**src/rtl/slq_pkg.sv**
```systemverilog
// slq_pkg: shared constants, types and helpers of the sorted list queue
// used by slq_ctrl and sorted_list_queue_top; no dependencies
`timescale 1ns / 1ps
`default_nettype none

package slq_pkg;

  localparam int DEPTH  = 16;
  localparam int WIDTH  = 32;
  localparam int AW     = $clog2(DEPTH);
  localparam int CW     = $clog2(DEPTH + 1);

  // port field widths
  localparam int DATA_W  = 32;
  localparam int POS_W   = 5;
  localparam int FUNC_W  = 2;
  localparam int STAT_W  = 2;
  localparam int IN_TDATA_W  = 48;
  localparam int OUT_TDATA_W = 48;

  // configuration port
  localparam int CFG_AW = 3;
  localparam int CFG_DW = 32;
  localparam logic [CFG_AW-1:0] REG_DESCENDING = 3'd0;

  typedef enum logic [FUNC_W-1:0] {
    FUNC_INSERT    = 2'd0,
    FUNC_POP_FRONT = 2'd1,
    FUNC_POP_BACK  = 2'd2,
    FUNC_FIND      = 2'd3
  } func_t;

  typedef enum logic [STAT_W-1:0] {
    STAT_OK    = 2'd0,
    STAT_FULL  = 2'd1,
    STAT_EMPTY = 2'd2
  } status_t;

  typedef struct packed {
    logic [WIDTH-1:0] value;
    logic [CW-1:0]    position;
    logic             found;
    status_t          status;
    logic [CW-1:0]    count;
  } result_t;

  typedef struct packed {
    logic             re;
    logic [AW-1:0]    raddr;
    logic             we;
    logic [AW-1:0]    waddr;
    logic [WIDTH-1:0] wdata;
  } mem_req_t;

  // stored entry e stays ahead of a new value v
  function automatic logic keeps_ahead(input logic desc, input logic [WIDTH-1:0] v,
                                       input logic [WIDTH-1:0] e);
    keeps_ahead = desc ? (v <= e) : (v >= e);
  endfunction

  // ring buffer slot of a logical position
  function automatic logic [AW-1:0] phys(input logic [AW-1:0] head, input logic [CW-1:0] idx);
    logic [CW:0] sum;
    sum = (CW + 1)'(head) + (CW + 1)'(idx);
    if (sum >= (CW + 1)'(DEPTH)) begin
      sum = sum - (CW + 1)'(DEPTH);
    end
    phys = sum[AW-1:0];
  endfunction

endpackage

`default_nettype wire

```
**src/rtl/sorted_list_queue_top.sv**
```systemverilog
// sorted_list_queue_top: stream wrapper, config register and result register
// depends on slq_pkg, slq_ram and slq_ctrl
//
// A queue of up to 16 32-bit values kept sorted (ascending, or descending when
// the descending register at address 0 is set). Each item on the in_ stream is
// one operation selected by in_tuser: insert, pop front, pop back or find; each
// gives exactly one result item on the out_ stream with the value popped, the
// position, the found flag, the status and the count held afterwards.
// Entries live in a ring buffer in one memory with a registered read; the
// sequencer uses its single read or its single write port at most once per cycle.
// Steps per item, from the accepted item to the result:
//   insert:    read and compare entries in order, move the tail up one slot (read, write), put
//   pop front, pop back: read and compare the end entry
//   find:      read and compare entries of the range until a match; none for an empty range
//   refused insert or pop: straight to the result
// A new item is taken once the sequencer is idle, while the last result may
// still sit in the output register. When the receiver stalls, the result is
// held and the next finished result waits in the sequencer.
// Reset (synchronous, rst_n low) empties the queue and clears the register.
`timescale 1ns / 1ps
`default_nettype none

module sorted_list_queue_top (
  input  wire logic                               clk,
  input  wire logic                               rst_n,
  // input items
  input  wire logic                               in_tvalid,
  output logic                                    in_tready,
  // [31:0] value, [36:32] range_start, [41:37] range_end, [47:42] zero
  input  wire logic [slq_pkg::IN_TDATA_W-1:0]     in_tdata,
  // [1:0] func
  input  wire logic [slq_pkg::FUNC_W-1:0]         in_tuser,
  // result items
  output logic                                    out_tvalid,
  input  wire logic                               out_tready,
  // [31:0] result_value, [36:32] position, [37] found, [39:38] status,
  // [44:40] count, [47:45] zero
  output logic      [slq_pkg::OUT_TDATA_W-1:0]    out_tdata,
  // configuration
  input  wire logic                               cfg_psel,
  input  wire logic                               cfg_penable,
  input  wire logic                               cfg_pwrite,
  input  wire logic [slq_pkg::CFG_AW-1:0]         cfg_paddr,
  input  wire logic [slq_pkg::CFG_DW-1:0]         cfg_pwdata,
  output logic      [slq_pkg::CFG_DW-1:0]         cfg_prdata,
  output logic                                    cfg_pready
);

  logic                             descending_r;
  logic                             out_valid_r;
  logic [slq_pkg::OUT_TDATA_W-1:0]  out_data_r;
  logic                             res_valid;
  logic                             res_ready;
  slq_pkg::result_t                 res;
  slq_pkg::mem_req_t                mem_req;
  logic [slq_pkg::WIDTH-1:0]        mem_rdata;
  logic [slq_pkg::OUT_TDATA_W-1:0]  res_packed;

  // config register
  assign cfg_pready = 1'b1;
  assign cfg_prdata = (cfg_paddr == slq_pkg::REG_DESCENDING) ?
                      slq_pkg::CFG_DW'(descending_r) : '0;

  always_ff @(posedge clk) begin
    if (!rst_n) begin
      descending_r <= 1'b0;
    end else if (cfg_psel && cfg_penable && cfg_pwrite && cfg_pready &&
                 cfg_paddr == slq_pkg::REG_DESCENDING) begin
      descending_r <= cfg_pwdata[0];
    end
  end

  slq_ram #(
    .DEPTH(slq_pkg::DEPTH),
    .WIDTH(slq_pkg::WIDTH),
    .AW   (slq_pkg::AW)
  ) u_ram (
    .clk  (clk),
    .we   (mem_req.we),
    .waddr(mem_req.waddr),
    .wdata(mem_req.wdata),
    .re   (mem_req.re),
    .raddr(mem_req.raddr),
    .rdata(mem_rdata)
  );

  slq_ctrl u_ctrl (
    .clk       (clk),
    .rst_n     (rst_n),
    .descending(descending_r),
    .in_valid  (in_tvalid),
    .in_ready  (in_tready),
    .in_func   (slq_pkg::func_t'(in_tuser)),
    .in_value  (in_tdata[slq_pkg::WIDTH-1:0]),
    .in_start  (slq_pkg::CW'(in_tdata[36:32])),
    .in_end    (slq_pkg::CW'(in_tdata[41:37])),
    .res_valid (res_valid),
    .res_ready (res_ready),
    .res       (res),
    .mem_req   (mem_req),
    .mem_rdata (mem_rdata)
  );

  assign res_packed = {3'b000,
                       slq_pkg::POS_W'(res.count),
                       res.status,
                       res.found,
                       slq_pkg::POS_W'(res.position),
                       slq_pkg::DATA_W'(res.value)};

  // output register parts the sequencer from the receiver
  assign res_ready = !out_valid_r || out_tready;

  always_ff @(posedge clk) begin
    if (!rst_n) begin
      out_valid_r <= 1'b0;
    end else if (res_ready) begin
      out_valid_r <= res_valid;
    end
    if (res_ready && res_valid) begin
      out_data_r <= res_packed;
    end
  end

  assign out_tvalid = out_valid_r;
  assign out_tdata  = out_data_r;

endmodule

`default_nettype wire

```
**src/rtl/slq_ram.sv**
```systemverilog
// slq_ram: generic one-write one-read synchronous memory, registered read data
// no dependencies
`timescale 1ns / 1ps
`default_nettype none

module slq_ram #(
  parameter int DEPTH = 16,
  parameter int WIDTH = 32,
  parameter int AW    = $clog2(DEPTH)
) (
  input  wire logic             clk,
  input  wire logic             we,
  input  wire logic [AW-1:0]    waddr,
  input  wire logic [WIDTH-1:0] wdata,
  input  wire logic             re,
  input  wire logic [AW-1:0]    raddr,
  output logic      [WIDTH-1:0] rdata
);

  logic [WIDTH-1:0] mem [DEPTH];

  always_ff @(posedge clk) begin
    if (we) begin
      mem[waddr] <= wdata;
    end
  end

  always_ff @(posedge clk) begin
    if (re) begin
      rdata <= mem[raddr];
    end
  end

endmodule

`default_nettype wire

```
**src/rtl/slq_ctrl.sv**
```systemverilog
// slq_ctrl: sequencer that scans, shifts and updates the sorted ring buffer
// depends on slq_pkg; drives the memory request of slq_ram
`timescale 1ns / 1ps
`default_nettype none

module slq_ctrl (
  input  wire logic                          clk,
  input  wire logic                          rst_n,
  input  wire logic                          descending,
  input  wire logic                          in_valid,
  output logic                               in_ready,
  input  wire slq_pkg::func_t                in_func,
  input  wire logic [slq_pkg::WIDTH-1:0]     in_value,
  input  wire logic [slq_pkg::CW-1:0]        in_start,
  input  wire logic [slq_pkg::CW-1:0]        in_end,
  output logic                               res_valid,
  input  wire logic                          res_ready,
  output slq_pkg::result_t                   res,
  output slq_pkg::mem_req_t                  mem_req,
  input  wire logic [slq_pkg::WIDTH-1:0]     mem_rdata
);

  typedef enum logic [2:0] {
    S_IDLE, S_RD, S_CMP, S_MV_RD, S_MV_WR, S_PUT, S_DONE
  } state_t;

  state_t                      state_r, state_nxt;
  logic [slq_pkg::AW-1:0]      head_r, head_nxt;
  logic [slq_pkg::CW-1:0]      fill_r, fill_nxt;
  slq_pkg::func_t              func_r, func_nxt;
  logic [slq_pkg::WIDTH-1:0]   val_r, val_nxt;
  logic [slq_pkg::CW-1:0]      idx_r, idx_nxt;
  logic [slq_pkg::CW-1:0]      lim_r, lim_nxt;
  logic [slq_pkg::CW-1:0]      pos_r, pos_nxt;
  logic [slq_pkg::WIDTH-1:0]   rval_r, rval_nxt;
  logic                        found_r, found_nxt;
  slq_pkg::status_t            status_r, status_nxt;
  logic [slq_pkg::CW-1:0]      idx_inc;
  logic [slq_pkg::CW-1:0]      idx_dec;
  logic [slq_pkg::CW-1:0]      in_lim;

  assign idx_inc = idx_r + 1'b1;
  assign idx_dec = idx_r - 1'b1;
  assign in_lim  = (in_end > fill_r) ? fill_r : in_end;

  assign in_ready  = (state_r == S_IDLE);
  assign res_valid = (state_r == S_DONE);
  assign res       = '{value: rval_r, position: pos_r, found: found_r,
                       status: status_r, count: fill_r};

  always_comb begin
    mem_req = '0;
    case (state_r)
      S_RD: begin
        mem_req.re    = 1'b1;
        mem_req.raddr = slq_pkg::phys(head_r, idx_r);
      end
      S_MV_RD: begin
        mem_req.re    = 1'b1;
        mem_req.raddr = slq_pkg::phys(head_r, idx_dec);
      end
      S_MV_WR: begin
        mem_req.we    = 1'b1;
        mem_req.waddr = slq_pkg::phys(head_r, idx_r);
        mem_req.wdata = mem_rdata;
      end
      S_PUT: begin
        mem_req.we    = 1'b1;
        mem_req.waddr = slq_pkg::phys(head_r, pos_r);
        mem_req.wdata = val_r;
      end
      default: begin
        mem_req = '0;
      end
    endcase
  end

  always_comb begin
    state_nxt  = state_r;
    head_nxt   = head_r;
    fill_nxt   = fill_r;
    func_nxt   = func_r;
    val_nxt    = val_r;
    idx_nxt    = idx_r;
    lim_nxt    = lim_r;
    pos_nxt    = pos_r;
    rval_nxt   = rval_r;
    found_nxt  = found_r;
    status_nxt = status_r;
    case (state_r)
      S_IDLE: begin
        if (in_valid) begin
          func_nxt   = in_func;
          val_nxt    = in_value;
          rval_nxt   = '0;
          found_nxt  = 1'b0;
          status_nxt = slq_pkg::STAT_OK;
          pos_nxt    = fill_r;
          idx_nxt    = '0;
          lim_nxt    = in_lim;
          case (in_func)
            slq_pkg::FUNC_INSERT: begin
              if (fill_r == slq_pkg::CW'(slq_pkg::DEPTH)) begin
                status_nxt = slq_pkg::STAT_FULL;
                state_nxt  = S_DONE;
              end else if (fill_r == '0) begin
                pos_nxt   = '0;
                state_nxt = S_PUT;
              end else begin
                state_nxt = S_RD;
              end
            end
            slq_pkg::FUNC_POP_FRONT, slq_pkg::FUNC_POP_BACK: begin
              if (fill_r == '0) begin
                status_nxt = slq_pkg::STAT_EMPTY;
                state_nxt  = S_DONE;
              end else begin
                idx_nxt   = (in_func == slq_pkg::FUNC_POP_BACK) ? fill_r - 1'b1 : '0;
                state_nxt = S_RD;
              end
            end
            default: begin
              idx_nxt = in_start;
              // empty range: nothing searched
              state_nxt = (in_start >= in_lim) ? S_DONE : S_RD;
            end
          endcase
        end
      end
      S_RD: begin
        state_nxt = S_CMP;
      end
      S_CMP: begin
        case (func_r)
          slq_pkg::FUNC_INSERT: begin
            if (slq_pkg::keeps_ahead(descending, val_r, mem_rdata)) begin
              idx_nxt = idx_inc;
              if (idx_inc == fill_r) begin
                pos_nxt   = fill_r;
                state_nxt = S_PUT;
              end else begin
                state_nxt = S_RD;
              end
            end else begin
              // open a gap at idx by moving the tail up one slot
              pos_nxt   = idx_r;
              idx_nxt   = fill_r;
              state_nxt = S_MV_RD;
            end
          end
          slq_pkg::FUNC_POP_FRONT: begin
            rval_nxt  = mem_rdata;
            head_nxt  = slq_pkg::phys(head_r, slq_pkg::CW'(1));
            fill_nxt  = fill_r - 1'b1;
            pos_nxt   = fill_r - 1'b1;
            state_nxt = S_DONE;
          end
          slq_pkg::FUNC_POP_BACK: begin
            rval_nxt  = mem_rdata;
            fill_nxt  = fill_r - 1'b1;
            pos_nxt   = fill_r - 1'b1;
            state_nxt = S_DONE;
          end
          default: begin
            if (mem_rdata == val_r) begin
              found_nxt = 1'b1;
              pos_nxt   = idx_r;
              state_nxt = S_DONE;
            end else if (idx_inc >= lim_r) begin
              state_nxt = S_DONE;
            end else begin
              idx_nxt   = idx_inc;
              state_nxt = S_RD;
            end
          end
        endcase
      end
      S_MV_RD: begin
        state_nxt = S_MV_WR;
      end
      S_MV_WR: begin
        idx_nxt   = idx_dec;
        state_nxt = (idx_dec == pos_r) ? S_PUT : S_MV_RD;
      end
      S_PUT: begin
        fill_nxt  = fill_r + 1'b1;
        state_nxt = S_DONE;
      end
      S_DONE: begin
        if (res_ready) begin
          state_nxt = S_IDLE;
        end
      end
      default: begin
        state_nxt = S_IDLE;
      end
    endcase
  end

  always_ff @(posedge clk) begin
    if (!rst_n) begin
      state_r <= S_IDLE;
      head_r  <= '0;
      fill_r  <= '0;
    end else begin
      state_r <= state_nxt;
      head_r  <= head_nxt;
      fill_r  <= fill_nxt;
    end
    func_r   <= func_nxt;
    val_r    <= val_nxt;
    idx_r    <= idx_nxt;
    lim_r    <= lim_nxt;
    pos_r    <= pos_nxt;
    rval_r   <= rval_nxt;
    found_r  <= found_nxt;
    status_r <= status_nxt;
  end

  a_fill_bound: assert property (@(posedge clk) disable iff (!rst_n)
    fill_r <= slq_pkg::CW'(slq_pkg::DEPTH))
    else $error("fill count above depth");

  a_full_status: assert property (@(posedge clk) disable iff (!rst_n)
    res_valid && status_r == slq_pkg::STAT_FULL |-> fill_r == slq_pkg::CW'(slq_pkg::DEPTH))
    else $error("insert refused while not full");

  a_empty_status: assert property (@(posedge clk) disable iff (!rst_n)
    res_valid && status_r == slq_pkg::STAT_EMPTY |-> fill_r == '0)
    else $error("pop refused while entries held");

  a_found_pos: assert property (@(posedge clk) disable iff (!rst_n)
    res_valid && found_r |-> pos_r < fill_r)
    else $error("found position outside held entries");

  a_accept_busy: assert property (@(posedge clk) disable iff (!rst_n)
    in_valid && in_ready |=> state_r != S_IDLE)
    else $error("accepted item produced no work");

endmodule

`default_nettype wire
```
**config.mk**
```make
export PLATFORM = sky130hd
export DESIGN_NAME = sorted_list_queue_top
export DESIGN_NICKNAME = d
export VERILOG_FILES = /design/src/rtl/slq_pkg.sv /design/src/rtl/sorted_list_queue_top.sv /design/src/rtl/slq_ram.sv /design/src/rtl/slq_ctrl.sv
export SDC_FILE = /design/constraint.sdc
export NUM_CORES = 1
export LEC_CHECK = 0
export ABC_AREA = 1
export BUFFER_PORTS_ARGS = -buffer_cell sky130_fd_sc_hd__buf_2
export CAP_MARGIN = 25
export CORE_MARGIN = 1.5
export CORE_UTILIZATION = 26
export DETAILED_ROUTE_END_ITERATION = 8
export PLACE_DENSITY_LB_ADDON = 0.15
export SLEW_MARGIN = 20
export SYNTH_ARGS = -nofsm -noshare
export SYNTH_HDL_FRONTEND = slang
export SYNTH_SLANG_ARGS = --single-unit
```
**constraint.sdc**
```tcl
create_clock -name clk -period 6.7 [get_ports clk]
set_input_delay 1.34 -clock clk [delete_from_list [all_inputs] [get_ports clk]]
set_output_delay 1.34 -clock clk [all_outputs]
set_load 0.005 [all_outputs]
```
==> out/results.tsv <==
metric	value	unit
status	finished, final reports clean	
DP Cell Count	3880	
Initial Util	0.2627	
async set or reset register ratio after synthesis	0	
Tcrit/Tclk final	0.6595	
worst r2r src	u_ctrl.idx_r[0]	
Root Buffer	clkbuf_16	
largest net degree at the start of global routing	205	
Wirelength per Cell	20.48	um
Synth Area in Adders	0.03036	
Via Count	18260	
fin cells	4005	
Port Buffers	102	
hold depth	0	
die height	340.4	um
Worst Max-Slew Pin Slew	1.083	ns
Worst VDD drop	176.2	uV
die footprint	115900	um^2
count of final setup violators	0	
DRC Markers	0	
Syn Inst Count	2331	
Post-Layout Inst Area	34180	um^2
Mean Syn Cell Area	12.70	um^2
antenna-violating nets left	0	
first-pass detailed-route iteration total	5	
Synth Area in Simple Gates	0.07530	
Die X-Extent	340.4	um
clock sinks	687	
Iter 0 DRT Violations	1294	
xor/xnor cell area share of the yosys netlist	0.005623	
Setup TNS	0	ns
Worst Skew	0.02293	ns
hold endpoint	out_tdata[28]	
main combinational cell family by area after synthesis	compound AO/OA/AOI/OAI gates	
CTS H-Tree Depth	3	
DRT Wirelength	82030	um
number of synthesized flops with an enable pin	673	
Worst setup SP type	register	
TritonCTS clock tree	built	
maxcap violations	0	
clock latency on the worst-skew pair	0.64	ns
Compound-Gate Fraction of Synth Area	0.1447	
Ys Warns	0	
CP top delay family	buffers and inverters	
slowest cell on the critical path	inv_2	
GRT Util Overall	0.1404	
Area Overhead vs Synth	15.49	%
synthesized cell area	29590	um^2
CP Max Fanout	45	
fillers	11350	
Final Hold Viols	0	
Post CTS Setup Buffer Count	0	
I/O pins	175	
FF+latch count, synth	687	
routability cong.	0.8200	
clock tree buffer depth	3	
Tmin final	4.419	ns
Worst EP arrival	4.78	ns
Post-DP HPWL	48580	um
ANT cells	0	
HP Class	reg -> reg	
grt total ovfl	0	
WP data required	7.06	ns
critical path's largest stage delay	0.71	ns
Relative slew margins	0.2778	
distinct cell type count after synthesis	49	
min-delay src	u_ctrl.rval_r[28]	
crit end category	register	
Lkg Pwr	12.49	nW
mux cell area share after synthesis	0.0006765	
Via density	4.560	
first-pass GRT wire length	120900	um
Post-DP Area	32010	um^2
initial antenna violation count	1	
Power Density	401.1	nW/um^2
Clock Pin Slew Worst Setup and Hold Paths	0.07	ns
R2R Path End	u_ram.rdata[16]	
post-CTS resize count	0	
Pins Over Slew Limit	0	
CP Class	reg -> reg	
fmax	226.3	MHz
R2R depth	12	
Layout Nets	2618	
share of cells above drive strength 1	0.1289	
cells along the critical path	inv_2, ha_1, inv_1, fa_1, nand2_1, nand3_1, o21a_2, inv_2, buf_4, nand3_1, o211ai_2, o31ai_2	
Main synth FF type	edfxtp_1	
TritonCTS Buffers	74	
Post-CTS Hold Fix Bufs	0	
row cnt	123	
fin util	0.3034	
core area	112700	um^2
FF-to-FF setup slack	2.28	ns
RSZ-0062 raised after global routing	no	
post-synthesis sequential area ratio	0.6924	
Buf/Inv on CP	4	
vias in the first global route	18240	
how the worst max path moves through the flow:
stage | cells after the start | end | start
after detailed placement | 12 | u_ram.rdata[11] | u_ctrl.idx_r[0]
final | 12 | u_ram.rdata[16] | u_ctrl.idx_r[0]
after floorplan | 7 | u_ram.mem[0][0] | u_ctrl.pos_r[0]
after CTS | 12 | u_ram.rdata[11] | u_ctrl.idx_r[0]
after global routing | 12 | u_ram.rdata[0] | u_ctrl.idx_r[0]
after global placement | 8 | u_ram.mem[10][23] | u_ctrl.state_r[1]
cell type report:
type / instances / area (um^2) / area share
Inverter: 158 / 598.1 / 0.01750
Tap cell: 1500 / 1877 / 0.05491
Multi-Input combinational cell: 1361 / 7908 / 0.2314
Clock inverter: 34 / 242.7 / 0.007102
Timing Repair Buffer: 174 / 1146 / 0.03353
Clock buffer: 91 / 1916 / 0.05605
Sequential cell: 687 / 20490 / 0.5995
cells in the final DEF (no fill, tap or decap), types with 21 or more instances in the layout:
master	instances
clkinv_1	21
o31ai_1	21
o21ai_0	190
nand3_1	80
nor2_1	223
ha_1	67
o21ai_1	122
a21oi_1	94
edfxtp_1	673
clkbuf_16	74
buf_2	102
nand2_1	196
o21bai_1	201
inv_1	146
buf_4	64
conb_1	35
report_power, final:
part           internal [W]  total (W)  switching [W]
registers           0.00577    0.00603       0.000257
clock network       0.00204    0.00374        0.00170
logic               0.00119    0.00394        0.00275
total               0.00901     0.0137        0.00470
flip-flops by register name (all words and copies together) (netlist names):
signal	cells
descending_r	1
out_tdata	45
out_tvalid	1
u_ctrl.fill_r	5
u_ctrl.found_r	1
u_ctrl.func_r	2
u_ctrl.head_r	4
u_ctrl.idx_r	5
u_ctrl.lim_r	5
u_ctrl.pos_r	5
u_ctrl.rval_r	32
u_ctrl.state_r	3
u_ctrl.status_r	2
u_ctrl.val_r	32
u_ram.mem	512
u_ram.rdata	32
logic make-up (layout without fill, tap and decap cells):
logic type / Yosys count / after routing
xor+xnor: 19 / 19
flops: 687 / 687
buf+inv: 316 / 457
compound gates: 693 / 693
simple gates: 542 / 542
fa+ha+maj: 70 / 70
mux: 2 / 2
other cells: 2 / 35
worst register-to-register path, delay by kind of cell, from the launching register on:
family          cells  cell delay, ns
compound gates      3            0.47
fa+ha+maj           2            0.88
buf+inv             4            1.77
flops               1            0.60
simple gates        3            0.41
stage by stage:
stage / hold slack (ns) / setup slack (ns) / power, W
CTS: 0.4184 / 2.125 / 0.01395
global placement: 0.4011 / 2.152 / 0.01006
global route: 0.4245 / 1.892 / 0.01458
floorplan: 0.4003 / 2.225 / 0.008658
finish: 0.4164 / 2.281 / 0.01371
detailed placement: 0.4045 / 2.144 / 0.01015
layer usage:
| layer | up-vias | GRT usage | part of all wire |
|---|---|---|---|
| li1 | 8623 | - | - |
| met1 | 9116 | 0.1824 | 0.45 |
| met2 | 401 | 0.2376 | 0.49 |
| met3 | 124 | 0.02346 | 0.038 |
| met4 | 0 | 0.04491 | 0.027 |
| met5 | - | 0 | 0 |
cells in the mapped netlist (8+ instances only):
| master | n | area (um^2) |
|---|---|---|
| nand4_1 | 8 | 50.05 |
| nor2_1 | 240 | 900.9 |
| nand2_1 | 196 | 735.7 |
| ha_1 | 67 | 838.3 |
| a21oi_1 | 94 | 470.5 |
| clkbuf_1 | 36 | 135.1 |
| dfxtp_1 | 14 | 280.3 |
| o211ai_1 | 17 | 127.6 |
| o31ai_2 | 11 | 137.6 |
| o31ai_1 | 21 | 157.7 |
| nand3_1 | 80 | 400.4 |
| edfxtp_1 | 673 | 20210 |
| buf_2 | 61 | 305.3 |
| o21ai_0 | 191 | 955.9 |
| buf_6 | 8 | 90.09 |
| inv_2 | 8 | 30.03 |
| inv_1 | 147 | 551.8 |
| xor2_1 | 15 | 131.4 |
| buf_4 | 47 | 352.8 |
| o21ai_1 | 122 | 610.6 |
| o21bai_1 | 201 | 1509 |
| o211ai_2 | 8 | 100.1 |
Note: power is estimated with default switching activity, not from simulation.
